--- src/design/positional_insert_delete_list_defines.svh ---
// Assertion macros for the list block's datapath RTL file.
// Simulation gets concurrent assertions; synthesis gets empty bodies.
`ifndef POSITIONAL_INSERT_DELETE_LIST_DEFINES_SVH
`define POSITIONAL_INSERT_DELETE_LIST_DEFINES_SVH

`ifndef SYNTHESIS

// Clocked check, switched off while reset is held
`define PIDL_ASSERT(lbl, clk, rstn, prop) \
    lbl: assert property (@(posedge clk) disable iff (!rstn) prop) \
        else $error("%m: assertion failed");

// Clocked check that also holds during reset
`define PIDL_ASSERT_ALWAYS(lbl, clk, prop) \
    lbl: assert property (@(posedge clk) prop) \
        else $error("%m: assertion failed");

`else

`define PIDL_ASSERT(lbl, clk, rstn, prop)
`define PIDL_ASSERT_ALWAYS(lbl, clk, prop)

`endif

`endif

--- src/design/pidl_pkg.sv ---
// Shared types and constants of the positional insert/delete list.
// No dependencies; every module file of the block imports this package.
package pidl_pkg;

    // Default list capacity
    localparam int DEPTH_DEF = 16;

    // Fixed field widths
    localparam int ACT_W   = 3;
    localparam int VAL_W   = 32;
    localparam int POS_W   = 5;
    localparam int STS_W   = 2;
    localparam int OCNT_W  = 5;
    localparam int IN_W    = 40;
    localparam int OUT_W   = 40;

    // Action codes; the code left over is handled as a no-op
    typedef enum logic [ACT_W-1:0] {
        ACT_INS_FRONT = 3'd0,
        ACT_INS_END   = 3'd1,
        ACT_INS_POS   = 3'd2,
        ACT_DEL_FRONT = 3'd3,
        ACT_DEL_END   = 3'd4,
        ACT_DEL_POS   = 3'd5,
        ACT_READ      = 3'd6
    } t_action;

    // Result status codes
    typedef enum logic [STS_W-1:0] {
        ST_OK    = 2'd0,
        ST_EMPTY = 2'd1,
        ST_RANGE = 2'd2,
        ST_FULL  = 2'd3
    } t_status;

    // Controller to datapath commands
    typedef struct packed {
        logic load;  // capture the incoming request
        logic exec;  // apply the held request, load its single result
        logic emit;  // load the next read-out entry as a result
    } t_cmd;

    // Datapath to controller status
    typedef struct packed {
        logic out_free;   // output register can take a result this cycle
        logic is_read;    // held request is a read-out
        logic cnt_zero;   // list is empty
        logic read_last;  // read index points at the final entry
    } t_sts;

endpackage

--- src/design/pidl_ctrl.sv ---
// Sequencer of the list block: accepts requests and steps each one through
// execution or read-out. Depends on pidl_pkg.
module pidl_ctrl (
    input  logic             i_clk,
    input  logic             i_rst_n,
    input  logic             i_req_valid,
    output logic             o_req_ready,
    input  pidl_pkg::t_sts   i_sts,
    output pidl_pkg::t_cmd   o_cmd
);
    import pidl_pkg::*;

    typedef enum logic [2:0] {
        S_IDLE = 3'b001,
        S_EXEC = 3'b010,
        S_READ = 3'b100
    } t_state;

    t_state r_state, n_state;

    // Next state and commands
    always_comb begin
        n_state     = r_state;
        o_req_ready = 1'b0;
        o_cmd       = '0;
        unique case (r_state)
            S_IDLE: begin
                o_req_ready = 1'b1;
                if (i_req_valid) begin
                    o_cmd.load = 1'b1;
                    n_state    = S_EXEC;
                end
            end
            S_EXEC: begin
                if (i_sts.out_free) begin
                    if (i_sts.is_read && !i_sts.cnt_zero) begin
                        o_cmd.emit = 1'b1;
                        n_state    = i_sts.read_last ? S_IDLE : S_READ;
                    end else begin
                        o_cmd.exec = 1'b1;
                        n_state    = S_IDLE;
                    end
                end
            end
            S_READ: begin
                if (i_sts.out_free) begin
                    o_cmd.emit = 1'b1;
                    if (i_sts.read_last) begin
                        n_state = S_IDLE;
                    end
                end
            end
            default: begin
                n_state = S_IDLE;
            end
        endcase
    end

    // State register
    always_ff @(posedge i_clk) begin
        if (!i_rst_n) begin
            r_state <= S_IDLE;
        end else begin
            r_state <= n_state;
        end
    end

endmodule

--- src/design/pidl_dp.sv ---
// Datapath of the list block: request register, entry cells with parallel
// shift, entry count, read-out index and output register. Depends on pidl_pkg.
`include "positional_insert_delete_list_defines.svh"

module pidl_dp #(
    parameter int DEPTH = pidl_pkg::DEPTH_DEF
) (
    input  logic                             i_clk,
    input  logic                             i_rst_n,
    input  pidl_pkg::t_cmd                   i_cmd,
    output pidl_pkg::t_sts                   o_sts,
    input  logic [pidl_pkg::ACT_W-1:0]       i_action,
    input  logic signed [pidl_pkg::VAL_W-1:0] i_value,
    input  logic [pidl_pkg::POS_W-1:0]       i_position,
    input  logic                             i_out_ready,
    output logic                             o_out_valid,
    output logic [pidl_pkg::STS_W-1:0]       o_status,
    output logic signed [pidl_pkg::VAL_W-1:0] o_entry_value,
    output logic [pidl_pkg::OCNT_W-1:0]      o_entry_count,
    output logic                             o_last
);
    import pidl_pkg::*;

    localparam int CW = $clog2(DEPTH + 1);
    localparam int IW = $clog2(DEPTH);
    localparam int WW = ((CW > POS_W) ? CW : POS_W) + 1;

    // Held request
    logic [ACT_W-1:0]        r_action;
    logic signed [VAL_W-1:0] r_value;
    logic [POS_W-1:0]        r_pos;

    // List state
    logic [VAL_W-1:0] r_entries [DEPTH];
    logic [VAL_W-1:0] n_entries [DEPTH];
    logic [CW-1:0]    r_count, n_count;
    logic [IW-1:0]    r_idx;

    // Output register
    logic                    r_out_valid;
    logic [STS_W-1:0]        r_out_status;
    logic signed [VAL_W-1:0] r_out_value;
    logic [OCNT_W-1:0]       r_out_count;
    logic                    r_out_last;

    // Execution decode
    t_action       act;
    t_status       ex_status;
    logic [WW-1:0] pos_w, cnt_w, slot;
    logic          full, do_ins, do_del, read_last;

    assign act   = t_action'(r_action);
    assign pos_w = WW'(r_pos);
    assign cnt_w = WW'(r_count);
    assign full  = (r_count == CW'(DEPTH));

    // Choose status and target slot for the held request
    always_comb begin
        ex_status = ST_OK;
        do_ins    = 1'b0;
        do_del    = 1'b0;
        slot      = '0;
        unique case (act)
            ACT_INS_FRONT, ACT_INS_END, ACT_INS_POS: begin
                if (full) begin
                    ex_status = ST_FULL;
                end else if (act == ACT_INS_FRONT) begin
                    do_ins = 1'b1;
                end else if (act == ACT_INS_END) begin
                    do_ins = 1'b1;
                    slot   = cnt_w;
                end else if (pos_w == '0 || pos_w > cnt_w + WW'(1)) begin
                    ex_status = ST_RANGE;
                end else begin
                    do_ins = 1'b1;
                    slot   = pos_w - WW'(1);
                end
            end
            ACT_DEL_FRONT, ACT_DEL_END, ACT_DEL_POS: begin
                if (r_count == '0) begin
                    ex_status = ST_EMPTY;
                end else if (act == ACT_DEL_FRONT) begin
                    do_del = 1'b1;
                end else if (act == ACT_DEL_END) begin
                    do_del = 1'b1;
                    slot   = cnt_w - WW'(1);
                end else if (pos_w == '0 || pos_w > cnt_w) begin
                    ex_status = ST_RANGE;
                end else begin
                    do_del = 1'b1;
                    slot   = pos_w - WW'(1);
                end
            end
            ACT_READ: begin
                // only the empty read-out reaches execution
                ex_status = ST_EMPTY;
            end
            default: begin
                ex_status = ST_OK;
            end
        endcase
    end

    // Shift all cells at once: open a gap for insert, close one for delete
    always_comb begin
        for (int i = 0; i < DEPTH; i++) begin
            n_entries[i] = r_entries[i];
            if (do_ins) begin
                if (WW'(i) == slot) begin
                    n_entries[i] = r_value;
                end else if (i > 0 && WW'(i) > slot) begin
                    n_entries[i] = r_entries[(i > 0) ? i - 1 : 0];
                end
            end else if (do_del) begin
                if (i < DEPTH - 1 && WW'(i) >= slot) begin
                    n_entries[i] = r_entries[(i < DEPTH - 1) ? i + 1 : i];
                end
            end
        end
        n_count = r_count;
        if (do_ins) begin
            n_count = r_count + CW'(1);
        end else if (do_del) begin
            n_count = r_count - CW'(1);
        end
    end

    assign read_last = (CW'(r_idx) + CW'(1) == r_count);

    // Request register and read index
    always_ff @(posedge i_clk) begin
        if (i_cmd.load) begin
            r_action <= i_action;
            r_value  <= i_value;
            r_pos    <= i_position;
        end
    end

    always_ff @(posedge i_clk) begin
        if (!i_rst_n) begin
            r_idx <= '0;
        end else if (i_cmd.load) begin
            r_idx <= '0;
        end else if (i_cmd.emit && !read_last) begin
            r_idx <= r_idx + IW'(1);
        end
    end

    // Entry cells and count
    always_ff @(posedge i_clk) begin
        if (i_cmd.exec) begin
            for (int i = 0; i < DEPTH; i++) begin
                r_entries[i] <= n_entries[i];
            end
        end
    end

    always_ff @(posedge i_clk) begin
        if (!i_rst_n) begin
            r_count <= '0;
        end else if (i_cmd.exec) begin
            r_count <= n_count;
        end
    end

    // Output register: hold until taken, load on execute or read-out step
    always_ff @(posedge i_clk) begin
        if (!i_rst_n) begin
            r_out_valid <= 1'b0;
        end else if (i_cmd.exec || i_cmd.emit) begin
            r_out_valid <= 1'b1;
        end else if (i_out_ready) begin
            r_out_valid <= 1'b0;
        end
    end

    always_ff @(posedge i_clk) begin
        if (i_cmd.exec) begin
            r_out_status <= ex_status;
            r_out_value  <= '0;
            r_out_count  <= OCNT_W'(n_count);
            r_out_last   <= 1'b1;
        end else if (i_cmd.emit) begin
            r_out_status <= ST_OK;
            r_out_value  <= r_entries[r_idx];
            r_out_count  <= OCNT_W'(r_count);
            r_out_last   <= read_last;
        end
    end

    assign o_sts.out_free  = !r_out_valid || i_out_ready;
    assign o_sts.is_read   = (act == ACT_READ);
    assign o_sts.cnt_zero  = (r_count == '0);
    assign o_sts.read_last = read_last;

    assign o_out_valid   = r_out_valid;
    assign o_status      = r_out_status;
    assign o_entry_value = r_out_value;
    assign o_entry_count = r_out_count;
    assign o_last        = r_out_last;

    // Checks
    `PIDL_ASSERT(a_count_bound, i_clk, i_rst_n, r_count <= CW'(DEPTH))
    `PIDL_ASSERT(a_load_when_free, i_clk, i_rst_n,
        (i_cmd.exec || i_cmd.emit) |-> o_sts.out_free)
    `PIDL_ASSERT(a_count_by_exec, i_clk, i_rst_n,
        !$stable(r_count) |-> $past(i_cmd.exec))
    `PIDL_ASSERT(a_emit_in_list, i_clk, i_rst_n,
        i_cmd.emit |-> (CW'(r_idx) < r_count))
    `PIDL_ASSERT(a_one_command, i_clk, i_rst_n,
        $countones({i_cmd.load, i_cmd.exec, i_cmd.emit}) <= 1)

endmodule

--- src/design/positional_insert_delete_list.sv ---
// Top level of the positional insert/delete list: stream ports, sequencer
// and datapath. Depends on pidl_pkg, pidl_ctrl and pidl_dp.
//
// Usage:
//   Requests arrive on the s_axis channel: an action (insert front, insert
//   end, insert at a one-based position, delete front, delete end, delete at
//   a position, read out), a value for inserts and a position. Results leave
//   on the m_axis channel with a status, an entry value, the entry count
//   after the action and tlast on the final result of each request.
//   Each request is taken in the idle state and executed once the output
//   register is free; insert and delete shift every cell at once and give
//   one result. A read-out gives one result per entry, one per cycle while
//   the output register is free, from the single read port on the cell row,
//   and a single empty result for an empty list. A new request is taken
//   while the last result still sits in the output register.
//   Reset empties the list at once; entry cells are not cleared, since only
//   entries below the count are ever read.
//   When the receiver holds tready low the output register keeps its result
//   and execution waits; a pending request is held, not lost.
module positional_insert_delete_list #(
    parameter int DEPTH = pidl_pkg::DEPTH_DEF
) (
    input  logic                       i_clk,
    input  logic                       i_rst_n,
    // tdata: action[2:0], value[34:3], position[39:35]
    input  logic [pidl_pkg::IN_W-1:0]  s_axis_tdata,
    input  logic                       s_axis_tvalid,
    output logic                       s_axis_tready,
    // tdata: status[1:0], entry_value[33:2], entry_count[38:34], zero[39]
    output logic [pidl_pkg::OUT_W-1:0] m_axis_tdata,
    output logic                       m_axis_tvalid,
    input  logic                       m_axis_tready,
    output logic                       m_axis_tlast
);
    import pidl_pkg::*;

    t_cmd                    cmd;
    t_sts                    sts;
    logic [STS_W-1:0]        out_status;
    logic signed [VAL_W-1:0] out_value;
    logic [OCNT_W-1:0]       out_count;

    pidl_ctrl u_ctrl (
        .i_clk       (i_clk),
        .i_rst_n     (i_rst_n),
        .i_req_valid (s_axis_tvalid),
        .o_req_ready (s_axis_tready),
        .i_sts       (sts),
        .o_cmd       (cmd)
    );

    pidl_dp #(
        .DEPTH (DEPTH)
    ) u_dp (
        .i_clk         (i_clk),
        .i_rst_n       (i_rst_n),
        .i_cmd         (cmd),
        .o_sts         (sts),
        .i_action      (s_axis_tdata[2:0]),
        .i_value       (s_axis_tdata[34:3]),
        .i_position    (s_axis_tdata[39:35]),
        .i_out_ready   (m_axis_tready),
        .o_out_valid   (m_axis_tvalid),
        .o_status      (out_status),
        .o_entry_value (out_value),
        .o_entry_count (out_count),
        .o_last        (m_axis_tlast)
    );

    // Pack result fields from the lowest bit up
    assign m_axis_tdata = {1'b0, out_count, out_value, out_status};

endmodule
--- config.mk ---
export PLATFORM = sky130hd
export DESIGN_NAME = positional_insert_delete_list
export DESIGN_NICKNAME = d
export VERILOG_FILES = /design/src/design/pidl_pkg.sv /design/src/design/pidl_ctrl.sv /design/src/design/pidl_dp.sv /design/src/design/positional_insert_delete_list.sv
export VERILOG_INCLUDE_DIRS = /design/src /design/src/design
export SDC_FILE = /design/constraint.sdc
export NUM_CORES = 2
export LEC_CHECK = 0
export BUFFER_PORTS_ARGS = -buffer_cell sky130_fd_sc_hd__buf_4
export CAP_MARGIN = 20
export CORE_ASPECT_RATIO = 1.75
export CORE_MARGIN = 2
export CORE_UTILIZATION = 24
export CTS_CLUSTER_SIZE = 40
export DETAILED_ROUTE_END_ITERATION = 6
export PLACE_DENSITY = 0.41
export SLEW_MARGIN = 15
export SYNTH_ARGS = -nofsm -noshare
export SYNTH_HDL_FRONTEND = slang
export SYNTH_SLANG_ARGS = --single-unit
--- constraint.sdc ---
create_clock -name i_clk -period 7.46 [get_ports i_clk]
set_clock_uncertainty 0.1 [all_clocks]
set_input_delay 0.373 -clock i_clk [delete_from_list [all_inputs] [get_ports i_clk]]
set_output_delay 0.373 -clock i_clk [all_outputs]
set_load 0.05 [all_outputs]
* After elaboration in Yosys (flattened, before gate mapping)
Memories as Yosys holds them, arrays and structs flattened. A register that Yosys moved wholly into a read port is not among the register bits.
Cells that the tools add are included.
** Storage, ports and cells
- Bits in registers :: 61
- Bits in writable memories :: 512
- Input port bits :: 44
- Output and inout bits :: 43
- Memories :: 1
** Cells by class
- Add/subtract/negate cells :: 7
- $lt $le $gt $ge :: 32
- Eq/ne operators :: 30
- Multiplexer cells :: 131
- Bitwise gates (word level) :: 1
- Reduce and logical (&&, ||, !) cells :: 19
** Memory list
- u_dp.r_entries :: words 16, width 32, rd ports 17, clocked after memory_dff 1, wr ports 16, RTL line pidl_dp.sv:34 : logic [VAL_W-1:0] r_entries [DEPTH];
** Operators with widths (number)
- 32-bit 2-to-1 mux :: 77
- 4-bit by 6-bit == test with 1-bit output (first input constant) :: 8
- 4-bit by 6-bit > comparator with 1-bit output (first input constant) :: 8
- 6-bit 2-to-1 mux :: 8
- 4-bit by 6-bit greater-or-equal comparator with 1-bit output (first input constant) :: 7
- 3-bit by 6-bit == test with 1-bit output (first input constant) :: 4
- 3-bit by 6-bit greater-or-equal comparator with 1-bit output (first input constant) :: 4
- 3-bit by 6-bit > comparator with 1-bit output (first input constant) :: 4
- 2-bit 2-to-1 mux :: 11
- 1-bit 2-to-1 mux :: 21
- 5-bit 2-to-1 mux :: 4
- 3-bit 2-to-1 mux :: 6
- 2-bit by 6-bit == test with 1-bit output (first input constant) :: 2
- 3-bit == test (second input constant) :: 4
- 1-bit by 6-bit greater-or-equal comparator with 1-bit output (first input constant) :: 2
- 2-bit by 6-bit greater-or-equal comparator with 1-bit output (first input constant) :: 2
- 2-bit by 6-bit > comparator with 1-bit output (first input constant) :: 2
- 6-bit zero test :: 2
- 6-bit one-hot mux with 2 select lines :: 1
- 5-bit by 1-bit subtractor with 6-bit output (second input constant) :: 2
- 3-bit by 2-bit == test with 1-bit output (second input constant) :: 3
- 3-bit one-hot mux with 3 select lines :: 1
- 5-bit by 1-bit adder with 6-bit output (second input constant) :: 1
- 1-bit by 6-bit == test with 1-bit output (first input constant) :: 1
- other kinds (24) :: 35

* Logic depth before layout (Yosys ltp)
- Word-level depth :: 12
- Gate-level depth with buffers :: 16
- Mapped depth without buffers :: 12

* Modules after synthesis
A second synthesis with hierarchy kept.
** Unflattened totals
- Cells, all modules :: 3299
- Area total of the unflattened synthesis :: 34893.5 um^2
** Modules (own cells, without submodules)
- pidl_dp :: times used 1, cells each 3271, area each 34679.5 um^2
- pidl_ctrl :: times used 1, cells each 26, area each 202.7 um^2
- positional_insert_delete_list :: times used 1, cells each 2, area each 11.3 um^2

* Worst setup path after synthesis
No wires, ideal clock.
- Path type :: register -> register
- From :: reg u_dp.r_count[1]
- To :: mem u_dp.r_entries[2][0] (enable)
- Library setup time :: 461 ps
- Data arrival time :: 5054 ps
- Path slack :: 1845 ps
- Cell stages (with the launch flop) :: 15
- Path buffers :: 3
- Period minus slack after synthesis :: 5615 ps
- Cells stage by stage :: dfxtp_1 -> clkbuf_1 -> inv_1 -> ha_1 -> inv_1 -> ha_1 -> nor2b_1 -> o21bai_1 -> a31oi_2 -> o31a_1 -> a21boi_1 -> a21oi_2 -> buf_2 -> buf_4 -> nor3_1
** RTL lines
- start: declaration :: RTL line pidl_dp.sv:36 : logic [CW-1:0] r_count, n_count;
- start signal: assignment :: RTL line pidl_dp.sv:162 : r_count <= n_count;
- end: declaration :: RTL line pidl_dp.sv:34

==> metrics <==
Die Wd 289 um; Site Rows 182; placed inst area 36600 um^2; Tmin final 5800 ps; layout cells sized above 1 0.190; Critical Path RT 7740 ps; post-synthesis async set-or-reset flop share 0; Worst VDD drop 0.000134 V; clk sinks 605; Critical Path Start Type flip-flop; Layout area overhead 15.2%; die height 502 um; DRC viols 0; Via density 5.58; Hold/Removal Path Class input pin to flip-flop; sequential area share after synthesis 0.521; Detail Route Antenna Nets 0; CP Class flip-flop to flip-flop; synth unique cells 75; CTS clk-pin slew, worst paths 60 ps; Post-Place Setup Slack 1690 ps; worst-path fanout max 31; Max Slew Vio Count 0; Setup WS post-layout 1660 ps; Post-Layout Cell Count 4778; max-cap violations 0; Setup TNS Final 0 ps; TritonCTS Buffers 66; vias in the first global route 27200; routed len/inst 28.9 um; # nets final 2949; Resize count post-CTS 0; FF-to-FF path depth 14; CP max stage cell o21ai_4; Setup Viol. Count Final 0; Pwr Density 205 nW/um^2; fmax 173 MHz; status finished clean; initial cell density of the core 0.242; CP Data Arrival Time 6070 ps; flops & latches, synth 605; via count 26700; CP Cell Sequence ha_1, nand3_1, xnor2_1, ha_1, nand3_1, o21bai_1, a31oi_2, or3_1, a21boi_4, o21ai_4, buf_4, or2_2, buf_4, o211ai_2; drt initial violations 2839; crit path capture type flip-flop; hold path cells 3; port bufs 85; # Post-CTS Setup Buffers 0; Hold Buf Count CTS 42; largest net degree at the start of global routing 149; yosys warns 0; family with the most delay on the worst path compound AO/OA/AOI/OAI gates; root buf cell clkbuf_16; Leak Pwr 12.0 nW; CTS tree done; H-tree Lvls 3; first-pass GRT wire length 200000 um; drt first pass iters 5; GP Congestion 0.823; dpl cells 4621; final WL 138000 um; Hold Slack 69.1 ps; WP buf/inv 2; Synth Net Count 3007; worst skew pair latency 660 ps; Max transition margin 0.234; CP Depth 14; total track usage 0.189; CTS Buffer Depth 3; transition time of the tightest slew-check pin 1150 ps; Ports 87; Top FF cell, synth edfxtp_1; hpwl dp 79100 um; Mapped Cells 2949; Post-synth EDFFs 559; core region area 141000 um^2; Syn Std Cell Area 34000 um^2; initial antenna violation count 4; Worst path max stage delay 840 ps; total grt overflow 0; FILL cells 14500; Tcrit/Tclk final 0.777; RSZ-0062 raised after global routing false; Final Hold Fails 0; Die ar. 145000 um^2; fin area 39200 um^2; Mapped Avg Cell Area 11.5 um^2
## cell families (layout without fill, tap and decap cells)
group           after synthesis  count (layout)  synth area share
xor+xnor                     16              16           0.00412
other cells                   1               2          0.000110
simple gates                904             904             0.114
mux                         194             194             0.117
flops                       605             605             0.521
fa+ha+maj                    14              14           0.00515
compound gates              876             876             0.196
buf+inv                     339             327            0.0429
## layout by cell type, fill, tap and decap left out, types with 4 or more instances in the layout
cell / netlist / final
xnor2_1: 13 / 13
dfxtp_1: 46 / 42
and3_1: 4 / 4
o21ai_0: 40 / 40
a31oi_1: 26 / 26
a21oi_4: 0 / 8
mux4_2: 160 / 160
buf_12: 0 / 12
clkinv_2: 0 / 8
nand2b_1: 9 / 9
or2_2: 2 / 4
nand3_2: 4 / 4
edfxtp_1: 559 / 559
nand3_1: 182 / 174
clkbuf_16: 0 / 68
buf_4: 6 / 145
nor3b_1: 4 / 4
mux2_1: 12 / 12
nand2_1: 605 / 602
nor3_1: 8 / 5
inv_1: 12 / 11
nor2_4: 0 / 6
clkbuf_1: 202 / 13
o211ai_1: 628 / 628
and2_1: 6 / 4
nand3_4: 0 / 8
clkinv_1: 0 / 10
o211ai_2: 60 / 60
a21oi_1: 77 / 70
mux2_2: 20 / 20
dlygate4sd3_1: 0 / 42
nor2_1: 51 / 45
bufinv_16: 0 / 7
nor3_2: 1 / 4
ha_1: 14 / 14
## cell usage after synthesis (all sizes together), types with 3 or more instances
cell / count / area share
buf: 124 / 0.019
nand2: 605 / 0.067
ha: 14 / 0.0052
o21ai: 46 / 0.0071
nor3: 9 / 0.0015
nor2b: 3 / 0.00055
or2: 5 / 0.00092
a211o: 4 / 0.0011
and3: 4 / 0.00074
a21boi: 4 / 0.0012
dfxtp: 46 / 0.027
xor2: 3 / 0.00077
o211ai: 688 / 0.16
edfxtp: 559 / 0.49
nand3: 186 / 0.028
o2111ai: 3 / 0.0011
nor4: 4 / 0.00092
o21a: 3 / 0.00066
and2: 6 / 0.0011
nor2: 54 / 0.0062
a21oi: 78 / 0.012
nand4: 5 / 0.0013
nor3b: 7 / 0.0022
clkbuf: 202 / 0.022
mux4: 160 / 0.11
o21bai: 3 / 0.00066
a31oi: 27 / 0.0052
xnor2: 13 / 0.0033
mux2: 32 / 0.011
a211oi: 5 / 0.0016
nand2b: 9 / 0.0017
inv: 13 / 0.0014
## registers in the layout, summed over array words and instances, names as in the netlist, 2 cells and up
signal / cells
u_dp.o_entry_count: 5
u_dp.o_entry_value: 32
u_dp.r_value: 32
u_dp.r_pos: 5
u_dp.o_status: 2
u_dp.r_entries: 512
u_dp.act: 3
u_dp.r_idx: 4
u_dp.r_count: 5
u_ctrl.r_state: 3
## power by group
| part | switching, mW | total (mW) | leakage (nW) | internal [mW] |
|---|---|---|---|---|
| logic | 0.514 | 0.751 | 5.54 | 0.237 |
| registers | 0.0508 | 3.82 | 5.45 | 3.77 |
| clock network | 1.51 | 3.45 | 1.04 | 1.94 |
## worst reg2reg max path, cell delays in order, from the launching register on
cell and delay (ps):
dfxtp_1 610, ha_1 290, nand3_1 110, xnor2_1 190
ha_1 330, nand3_1 100, o21bai_1 180, a31oi_2 400
or3_1 270, a21boi_4 130, o21ai_4 840, buf_4 610
or2_2 670, buf_4 560, o211ai_2 150
## routing by layer
layer	share of wire	track usage	routed length, um
met5	0.000094	0	13
met4	0.034	0.0641	4630
met3	0.053	0.0263	7280
met2	0.50	0.320	68500
met1	0.42	0.245	57800
## through the flow
stage | utilization | total power [mW]
after floorplan | - | 4.39
after global placement | 0.260 | 4.63
after detailed placement | 0.261 | 4.63
after CTS | 0.279 | 8.14
after global routing | 0.279 | 8.31
final | 0.279 | 8.02
## worst paths after layout
check | start | endpoint | slack [ps]
setup / recovery | u_dp.r_count[0] | u_dp.r_entries[5][23] | 1660
hold / removal | m_axis_tready | u_dp.o_out_valid | 70
setup reg to reg | u_dp.r_count[0] | u_dp.r_entries[5][23] | 1660
hold reg to reg | u_dp.o_entry_value[10] | u_dp.o_entry_value[10] | 350
## final cells by class
| cell class | count | area (um^2) | area share |
|---|---|---|---|
| clock inverters | 30 | 339 | 0.00866 |
| diodes | 1 | 2.50 | 0.0000639 |
| well taps | 1840 | 2300 | 0.0588 |
| clock buffers | 84 | 1790 | 0.0458 |
| multi-input cells | 2005 | 15200 | 0.388 |
| repair buffers | 200 | 1780 | 0.0454 |
| inverters | 13 | 48.8 | 0.00125 |
| flip-flops and latches | 605 | 17700 | 0.453 |
No activity file was read; power rests on OpenSTA's default activity.
